**config.mk**
```make
export PLATFORM = sky130hd
export DESIGN_NAME = accel_frame_deframer_core
export DESIGN_NICKNAME = d
export VERILOG_FILES = /design/src/sv/afd_pkg.sv /design/src/sv/accel_frame_deframer_core.sv
export SDC_FILE = /design/constraint.sdc
export NUM_CORES = 2
export LEC_CHECK = 0
export ABC_AREA = 1
export ABC_CLOCK_PERIOD_IN_PS = 9250
export BUFFER_PORTS_ARGS = -buffer_cell sky130_fd_sc_hd__buf_2
export CAP_MARGIN = 5
export CORE_ASPECT_RATIO = 0.75
export CORE_MARGIN = 2
export CORE_UTILIZATION = 58
export DETAILED_ROUTE_END_ITERATION = 6
export GPL_TIMING_DRIVEN = 0
export MAX_ROUTING_LAYER = met4
export PLACE_DENSITY = 0.75
export SLEW_MARGIN = 30
export SYNTH_ARGS = -nofsm -noshare
export SYNTH_HDL_FRONTEND = slang
export SYNTH_SLANG_ARGS = --single-unit
```
**constraint.sdc**
```tcl
create_clock -name i_clk -period 9.25 [get_ports i_clk]
set_input_delay 1.3875 -clock i_clk [delete_from_list [all_inputs] [get_ports i_clk]]
set_output_delay 1.3875 -clock i_clk [all_outputs]
set_load 0.02 [all_outputs]
```
**src/sv/afd_pkg.sv**
```systemverilog
// Package for the accelerometer response deframer.
// Holds the item types, frame constants and the start-byte decode.
// No dependencies.
package afd_pkg;

    localparam int unsigned FRAME_LEN = 9;
    localparam int unsigned POS_W     = 4;
    localparam int unsigned NUM_AXES  = 3;
    localparam int unsigned AXIS_W    = 24;
    localparam int unsigned SCALE_W   = 16;

    localparam logic [POS_W-1:0] POS_HDR0      = 4'd0;
    localparam logic [POS_W-1:0] POS_HDR1      = 4'd1;
    localparam logic [POS_W-1:0] POS_AXIS_LAST = 4'd7;
    localparam logic [POS_W-1:0] POS_LAST      = POS_W'(FRAME_LEN - 1);
    localparam logic [POS_W-1:0] POS_LIMIT     = POS_W'(FRAME_LEN);

    localparam logic [SCALE_W-1:0] SCALE_RESET = 16'd12519;

    localparam logic [7:0] START_12BIT = 8'h2A;
    localparam logic [7:0] START_16BIT = 8'h23;
    localparam logic [7:0] START_24BIT = 8'h24;

    typedef enum logic [1:0] {
        PREC_UNKNOWN = 2'd0,
        PREC_12BIT   = 2'd1,
        PREC_16BIT   = 2'd2,
        PREC_24BIT   = 2'd3
    } t_precision;

    typedef struct packed {
        logic [7:0] rx_byte;
        logic       first_of_frame;
    } t_in_item;

    typedef struct packed {
        logic signed [AXIS_W-1:0] x_accel;
        logic signed [AXIS_W-1:0] y_accel;
        logic signed [AXIS_W-1:0] z_accel;
        logic                     frame_ok;
        logic [1:0]               precision_code;
    } t_out_item;

    function automatic t_precision precision_of(input logic [7:0] b);
        t_precision p;
        case (b)
            START_12BIT: p = PREC_12BIT;
            START_16BIT: p = PREC_16BIT;
            START_24BIT: p = PREC_24BIT;
            default:     p = PREC_UNKNOWN;
        endcase
        return p;
    endfunction

endpackage

```
**src/sv/accel_frame_deframer_core.sv**
```systemverilog
// Accelerometer response deframer: collects nine bytes and emits scaled axes or the last good values.
// Depends on afd_pkg for item types, constants and the start-byte decode.
// An accepted byte is first registered in the input register; a ninth byte then loads the result register.
// Throughput: one byte per cycle; a ninth byte waits only while the last result is held.
// The result of a frame is loaded when its ninth byte fires from the input register.
// Reset is synchronous and active low; it clears position, stores and precision.
module accel_frame_deframer_core
    import afd_pkg::*;
(
    input  logic               i_clk,
    input  logic               i_rst_n,
    input  logic               i_in_valid,
    output logic               o_in_ready,
    input  t_in_item           i_in_item,
    output logic               o_out_valid,
    input  logic               i_out_ready,
    output t_out_item          o_out_item,
    input  logic               i_cfg_we,
    input  logic [SCALE_W-1:0] i_cfg_wdata
);

    logic                     r_in_valid;
    t_in_item                 r_in;
    logic [POS_W-1:0]         r_pos;
    logic [POS_W-1:0]         n_pos;
    logic [7:0]               r_hdr [2];
    logic [15:0]              r_raw [NUM_AXES];
    logic signed [AXIS_W-1:0] r_last [NUM_AXES];
    t_precision               r_prec;
    logic [SCALE_W-1:0]       r_scale;
    logic                     r_out_valid;
    t_out_item                r_out;

    logic [POS_W-1:0]         w_pos;
    logic [POS_W-1:0]         w_axis_off;
    logic [1:0]               w_axis;
    logic                     w_end;
    logic                     w_fire;
    logic                     w_ok;
    t_precision               w_hdr_prec;
    logic signed [AXIS_W-1:0] w_scaled [NUM_AXES];
    logic signed [AXIS_W-1:0] w_res [NUM_AXES];

    always_comb begin
        if (r_in.first_of_frame || r_pos >= POS_LIMIT) begin
            w_pos = POS_HDR0;
        end else begin
            w_pos = r_pos;
        end
        w_axis_off = w_pos - 4'd2;
        w_axis     = w_axis_off[2:1];
        w_end      = (w_pos == POS_LAST);
        w_fire     = r_in_valid && (!w_end || !r_out_valid || i_out_ready);
        o_in_ready = !r_in_valid || w_fire;
        n_pos      = w_end ? POS_HDR0 : w_pos + 4'd1;
        w_hdr_prec = precision_of(r_hdr[0]);
        w_ok       = (r_hdr[0] == r_hdr[1]) && (w_hdr_prec != PREC_UNKNOWN);
    end

    for (genvar g = 0; g < NUM_AXES; g++) begin : g_axis
        logic signed [15:0] w_d;
        logic signed [32:0] w_prod;
        logic signed [33:0] w_sum;
        logic signed [25:0] w_q;

        always_comb begin
            w_d    = $signed({~r_raw[g][15], r_raw[g][14:0]});
            w_prod = w_d * $signed({1'b0, r_scale});
            w_sum  = 34'(w_prod) + 34'sd128;
            w_q    = w_sum[33:8];
            if (w_q > 26'sd8388607) begin
                w_scaled[g] = 24'sh7FFFFF;
            end else if (w_q < -26'sd8388608) begin
                w_scaled[g] = 24'sh800000;
            end else begin
                w_scaled[g] = w_q[23:0];
            end
            w_res[g] = w_ok ? w_scaled[g] : r_last[g];
        end
    end

    always_ff @(posedge i_clk) begin
        if (!i_rst_n) begin
            r_in_valid  <= 1'b0;
            r_pos       <= POS_HDR0;
            r_prec      <= PREC_UNKNOWN;
            r_scale     <= SCALE_RESET;
            r_out_valid <= 1'b0;
            r_hdr[0]    <= '0;
            r_hdr[1]    <= '0;
            for (int i = 0; i < NUM_AXES; i++) begin
                r_raw[i]  <= '0;
                r_last[i] <= '0;
            end
        end else begin
            if (i_cfg_we) begin
                r_scale <= i_cfg_wdata;
            end
            if (o_in_ready) begin
                r_in_valid <= i_in_valid;
                r_in       <= i_in_item;
            end
            if (w_fire && w_end) begin
                r_out_valid <= 1'b1;
            end else if (o_out_valid && i_out_ready) begin
                r_out_valid <= 1'b0;
            end
            if (w_fire) begin
                r_pos <= n_pos;
                if (w_pos <= POS_HDR1) begin
                    r_hdr[w_pos[0]] <= r_in.rx_byte;
                end else if (w_pos <= POS_AXIS_LAST) begin
                    if (!w_axis_off[0]) begin
                        r_raw[w_axis] <= {r_in.rx_byte, 8'h00};
                    end else begin
                        r_raw[w_axis] <= {r_raw[w_axis][15:8], r_in.rx_byte};
                    end
                end
                if (w_end) begin
                    if (w_ok) begin
                        for (int i = 0; i < NUM_AXES; i++) begin
                            r_last[i] <= w_scaled[i];
                        end
                        if (r_prec == PREC_UNKNOWN) begin
                            r_prec <= w_hdr_prec;
                        end
                    end
                end
            end
        end
    end

    always_ff @(posedge i_clk) begin
        if (w_fire && w_end) begin
            r_out.x_accel        <= w_res[0];
            r_out.y_accel        <= w_res[1];
            r_out.z_accel        <= w_res[2];
            r_out.frame_ok       <= w_ok;
            r_out.precision_code <= (w_ok && r_prec == PREC_UNKNOWN) ? w_hdr_prec : r_prec;
        end
    end

    assign o_out_valid = r_out_valid;
    assign o_out_item  = r_out;

    a_pos_range: assert property (@(posedge i_clk) disable iff (!i_rst_n)
        r_pos <= POS_LAST)
        else $error("byte position beyond the frame");

    a_prec_sticky: assert property (@(posedge i_clk) disable iff (!i_rst_n)
        r_prec != PREC_UNKNOWN |=> r_prec == $past(r_prec))
        else $error("latched precision changed");

    a_ok_has_prec: assert property (@(posedge i_clk) disable iff (!i_rst_n)
        o_out_valid && o_out_item.frame_ok |-> o_out_item.precision_code != PREC_UNKNOWN)
        else $error("good frame reported without a precision");

    a_last_hold: assert property (@(posedge i_clk) disable iff (!i_rst_n)
        !(w_fire && w_end) |=> $stable(r_last[0]) && $stable(r_last[1]) && $stable(r_last[2]))
        else $error("last good values changed outside a frame end");

endmodule
```
==> Word level (Yosys, flattened, before mapping) <==
Memory sizes are Yosys's and may differ from the RTL's.
Index checks and enable logic that the tools add are counted.
{ "totals": {"register_bits": 108, "elab_cells": 114, "ram_bits": 136, "n_memories": 3, "output_inout_bits": 77, "input_bits": 30} }
{ "mem_list": {"columns": ["name", "words", "word_bits", "read_ports", "rd_clocked_by_memory_dff", "write_ports", "line_no", "source"], "rows": [
  ["r_last", 3, 24, 3, 0, 3, "accel_frame_deframer_core.sv:28", "logic signed [AXIS_W-1:0] r_last [NUM_AXES];"],
  ["r_raw", 3, 16, 3, 0, 3, "accel_frame_deframer_core.sv:27", "logic [15:0] r_raw [NUM_AXES];"],
  ["r_hdr", 2, 8, 2, 0, 2, "accel_frame_deframer_core.sv:26", "logic [7:0] r_hdr [2];"]
]} }
{ "op_classes": {"magnitude_cmp": 9, "mux": 48, "n_addsub": 5, "bitwise": 8, "n_mul": 3, "n_reduce_logical": 20, "eq_ne": 6} }
{ "ops": {"columns": ["cell", "n"], "rows": [
  ["2-to-1 mux 24 bit", 12],
  ["adder 33 x 9 -> 34 bit (second input constant)", 3],
  ["multiplier 16 x 17 -> 33 bit", 3],
  ["> comparator 26 x 24 -> 1 bit (second input constant)", 3],
  ["less-than comparator 26 x 24 -> 1 bit (second input constant)", 3],
  ["2-to-1 mux 1 bit", 26],
  ["equality test 8 x 6 -> 1 bit (second input constant)", 3],
  ["2-to-1 mux 8 bit", 3],
  ["2-to-1 mux 16 bit", 1],
  ["OR reduction 16 bit", 1],
  ["equality test 8 bit", 1],
  ["2-to-1 mux 4 bit", 2],
  ["OR reduction 8 bit", 1],
  ["2-to-1 mux 2 bit", 3],
  ["case mux 2 bit (3 select lines)", 1],
  ["logical AND 1 bit", 5],
  ["OR 1 bit", 5],
  ["adder 4 x 1 -> 4 bit (second input constant)", 1],
  ["equality test 4 bit (second input constant)", 1],
  ["greater-or-equal comparator 4 bit (second input constant)", 1],
  ["less-or-equal comparator 4 x 1 -> 1 bit (second input constant)", 1],
  ["less-or-equal comparator 4 x 3 -> 1 bit (second input constant)", 1],
  ["logical OR 1 bit", 4],
  ["AND reduction 2 bit", 2],
  ["other kinds (7)", 12]
]} }

==> Depth between registers and ports, before layout <==
{ "depth": {"ltp_word": 15, "depth_mapped": 32, "ltp_nobuf": 29} }

==> Worst setup path after synthesis <==
No wires, ideal clock.
{ "synth_timing": {"path_kind": "input to register", "start": "input port i_out_ready", "end": "memory r_last[0][0] (enable)", "setup_ns": 0.602, "path_slack_ns": 1.727, "path_buffers": 0, "arrival_time_ns": 6.921, "required_ns": 8.648, "stages": 6, "cell_sequence": "inv_1 > nand3_1 > nand2_2 > inv_1 > nand2_1 > o21ai_0"} }
{ "synth_rtl": {"columns": ["item", "line_no", "source"], "rows": [
  ["from (decl)", "accel_frame_deframer_core.sv:16", "input logic i_out_ready,"],
  ["to (decl)", "accel_frame_deframer_core.sv:28", null]
]} }

==> qor.yml <==
grt:
  grt-busiest-layer: "met2"
  grt_pass1_vias: 31518
  grt_use_total: 0.3672
  grt_use_met2: 0.5103
  globalRouteMet1Util: 0.4932
  antenna_found_initial: 2
  grt_overflow: 0
  grt_max_degree: 45
  grt_pass1_wl_um: 181600
  met3_usage: 0.1268
synth:
  ys_types: 37
  ys_warn_count: 0
  synth.net_count: 5843
  synthTopCellsByArea: "fa_1 (30%), edfxtp_1 (17%), nand2_1 (14%), inv_1 (12%), ha_1 (12%)"
  synthesis.area_mm2: 0.03827
  synth_area_leader_cell: "fa_1"
  synth_seq_area_share: 0.1852
  synth_seq_cells: 244
  synthesis.instances: 4868
  yosysTopAreaCellShare: 0.3044
  synth.avg_cell_area_um2: 7.862
sta:
  period_needed_ns: 8.355
  skew_ns: 0.02073
  slew-limit-headroom: 0.2305
  fmax_ghz: 0.1197
  final_hold_viol_count: 0
  finalSetupViolCount: 0
  rsz0062_at_grt: "no"
  min_period_over_period: 0.9032
  fin_ws_ns: 0.8955
  slew_viol_final: 0
  tightest_slew_ns: 1.154
cts:
  cts_buffer_depth: 3
  ctsHoldBuffers: 0
  insertion_delay_ns: 0.60
  cts.clk_slew.worst_paths_ns: 0.07
  cts-buffers-inserted: 26
  htreeDepth: 1
  cts_tree: "yes"
  postCtsSetupBuffers: 0
  cts_root_buf: "clkbuf_16"
  cts_resized: 0
  numClockSinks: 244
power:
  leakagePower_nw: 23.06
  ir_drop_mv: 0.4098
  powerDensity_mw_per_mm2: 287.6
die:
  rows: 81
  initial_core_util: 0.5864
  die_w_um: 300.6
  core-area_mm2: 0.06527
  die_area_mm2: 0.06808
  fp.dieH_um: 226.5
  io_pins: 107
route:
  avgViaCountPerCell: 5.460
  drtAntennaViolNets: 0
  drcViolationCount: 0
  avgRoutedWirePerCell_um: 19.89
  drt_iter0_drc: 3425
  wirelength_um: 117400
  first_pass_iters: 5
  vias: 32223
placement:
  portBuffers: 106
  place.gp.congestion: 1.017
  dpl.hpwl_um: 93810
  pre_cts_slack_ns: 1.263
finish:
  layout-drive-gt1-share: 0.04593
  nets: 5984
  syn_to_final_growth_pct: 7.091
  final_core_util: 0.6280
setup_path:
  path_class: "reg -> reg"
  r2r-end: "r_last[0][60]"
  r2r_start: "r_scale[6]"
  worstRegToRegCells: 26
  rrSetupSlack_ns: 0.90
  cp.arrival_ns: 8.70
  slowest_stage: "clkbuf_1"
  slowest_delay_ns: 0.85
  end_kind: "flop"
  crit_required_ns: 9.59
  crit_fanout: 10
  startpoint: "r_scale[6]"
  worstSetupStartpointType: "flop"
status:
  status: "finished, final reports clean"
flow_run:
  maxCapViolations: 0
worst_hold_path:
  holdPathStages: 2
  worstHoldEndpoint: "r_prec[0]"
  hp-class: "reg -> reg"
  hp-start: "r_prec[0]"
## worst max path at each step
stage | to | slack, ns | cells past startpoint
global placement | r_last[0][5] | -1.77 | 8
finish | r_last[0][60] | 0.90 | 26
detailed placement | r_last[0][65] | 1.26 | 26
floorplan | r_last[0][0] | 1.73 | 6
CTS | r_last[0][65] | 1.24 | 26
global route | r_last[0][65] | 0.70 | 26
## logic make-up after synthesis
logic type	after synthesis	synth area share
adder cells (fa/ha/maj)	945	0.4231
buffers and inverters	1460	0.1458
AO/OA/AOI/OAI	309	0.04377
flip-flops	244	0.1852
AND/OR/NAND/NOR	1845	0.1873
XOR/XNOR	65	0.01487
## registers in the layout, summed over array words and instances, names as in the netlist
name / cells
r_last: 72
r_raw: 48
r_in: 9
o_out_valid: 1
o_out_item: 75
r_in_valid: 1
r_pos: 4
r_hdr: 16
r_scale: 16
r_prec: 2
## Yosys cell counts
cell type  number
a21boi_0        4
a21o_1          3
a21oi_1       198
a31oi_1         2
buf_1          30
buf_2          12
buf_4           7
buf_6           8
clkbuf_1      156
clkinv_1        3
dfxtp_1        24
edfxtp_1      220
fa_1          582
ha_1          363
inv_1        1239
inv_2           5
nand2_1      1458
nand2_2        12
nand3_1        53
nand3b_1       10
nand4_1        12
nor2_1        257
nor2_2          3
nor3_1         36
nor4_1          3
nor4_4          1
o2111ai_1       1
o211ai_1        1
o21a_1          3
o21ai_0        67
o21ai_1         3
o21ai_2         2
o21ai_4         3
o21bai_1       21
o22ai_1         1
xnor2_1        23
xor2_1         42
## worst max-delay path: cells and delay by family (launching register included)
family | cells | cell delay, ns
flops | 1 | 0.37
fa+ha+maj | 7 | 3.32
compound gates | 5 | 1.22
simple gates | 6 | 0.89
buf+inv | 8 | 2.24
## stage by stage
step	cells	TNS (ns)	hold WS (ns)	total power, mW	instance area [um2]
4_1_cts	5899	0	0.4714	11.61	40960
5_1_grt	5902	0	0.4941	12.91	40990
6_report	5902	0	0.4713	11.79	40990
2_1_floorplan	4868	0	0.4410	7.745	38270
3_3_place_gp	5845	-126.53	0.4510	10.33	39890
3_5_place_dp	5851	0	0.4613	10.38	40040
## layout by cell type, fill, tap and decap left out, types with 18 or more instances in the layout
master     Yosys  final
nand2_1     1458   1458
inv_1       1239   1238
fa_1         582    582
ha_1         363    363
nor2_1       257    257
edfxtp_1     220    220
a21oi_1      198    198
clkbuf_1     156    145
buf_2         12    118
o21ai_0       67     63
nand3_1       53     53
xor2_1        42     42
nor3_1        36     36
buf_1         30     27
clkbuf_16      0     27
dfxtp_1       24     24
xnor2_1       23     23
o21bai_1      21     21
clkbuf_2       0     18
## metal layers
layer | vias up | part of all wire
met1 | 15354 | 0.40
li1 | 14564 | -
met4 | 0 | 0.050
met5 | - | 0
met2 | 1988 | 0.40
met3 | 317 | 0.15
## where the power goes
group / switching, mW / total (mW) / internal [mW]
sequential: 0.0177 / 1.25 / 1.23
combinational: 6.33 / 9.39 / 3.06
clock: 0.485 / 1.15 / 0.669
total: 6.83 / 11.8 / 4.96
## final cells by class
cell class | instances | area, um2
sequential | 244 | 7087
inverter | 1247 | 4683
buffer | 213 | 923.4
clock inverter | 14 | 185.2
clock buffer | 34 | 732.0
timing repair buffer | 113 | 661.9
multi-input combinational | 3164 | 25620
tap | 871 | 1090
fill | 5755 | 24280
antenna | 2 | 5.005
Note: power is estimated with default switching activity, not from simulation.
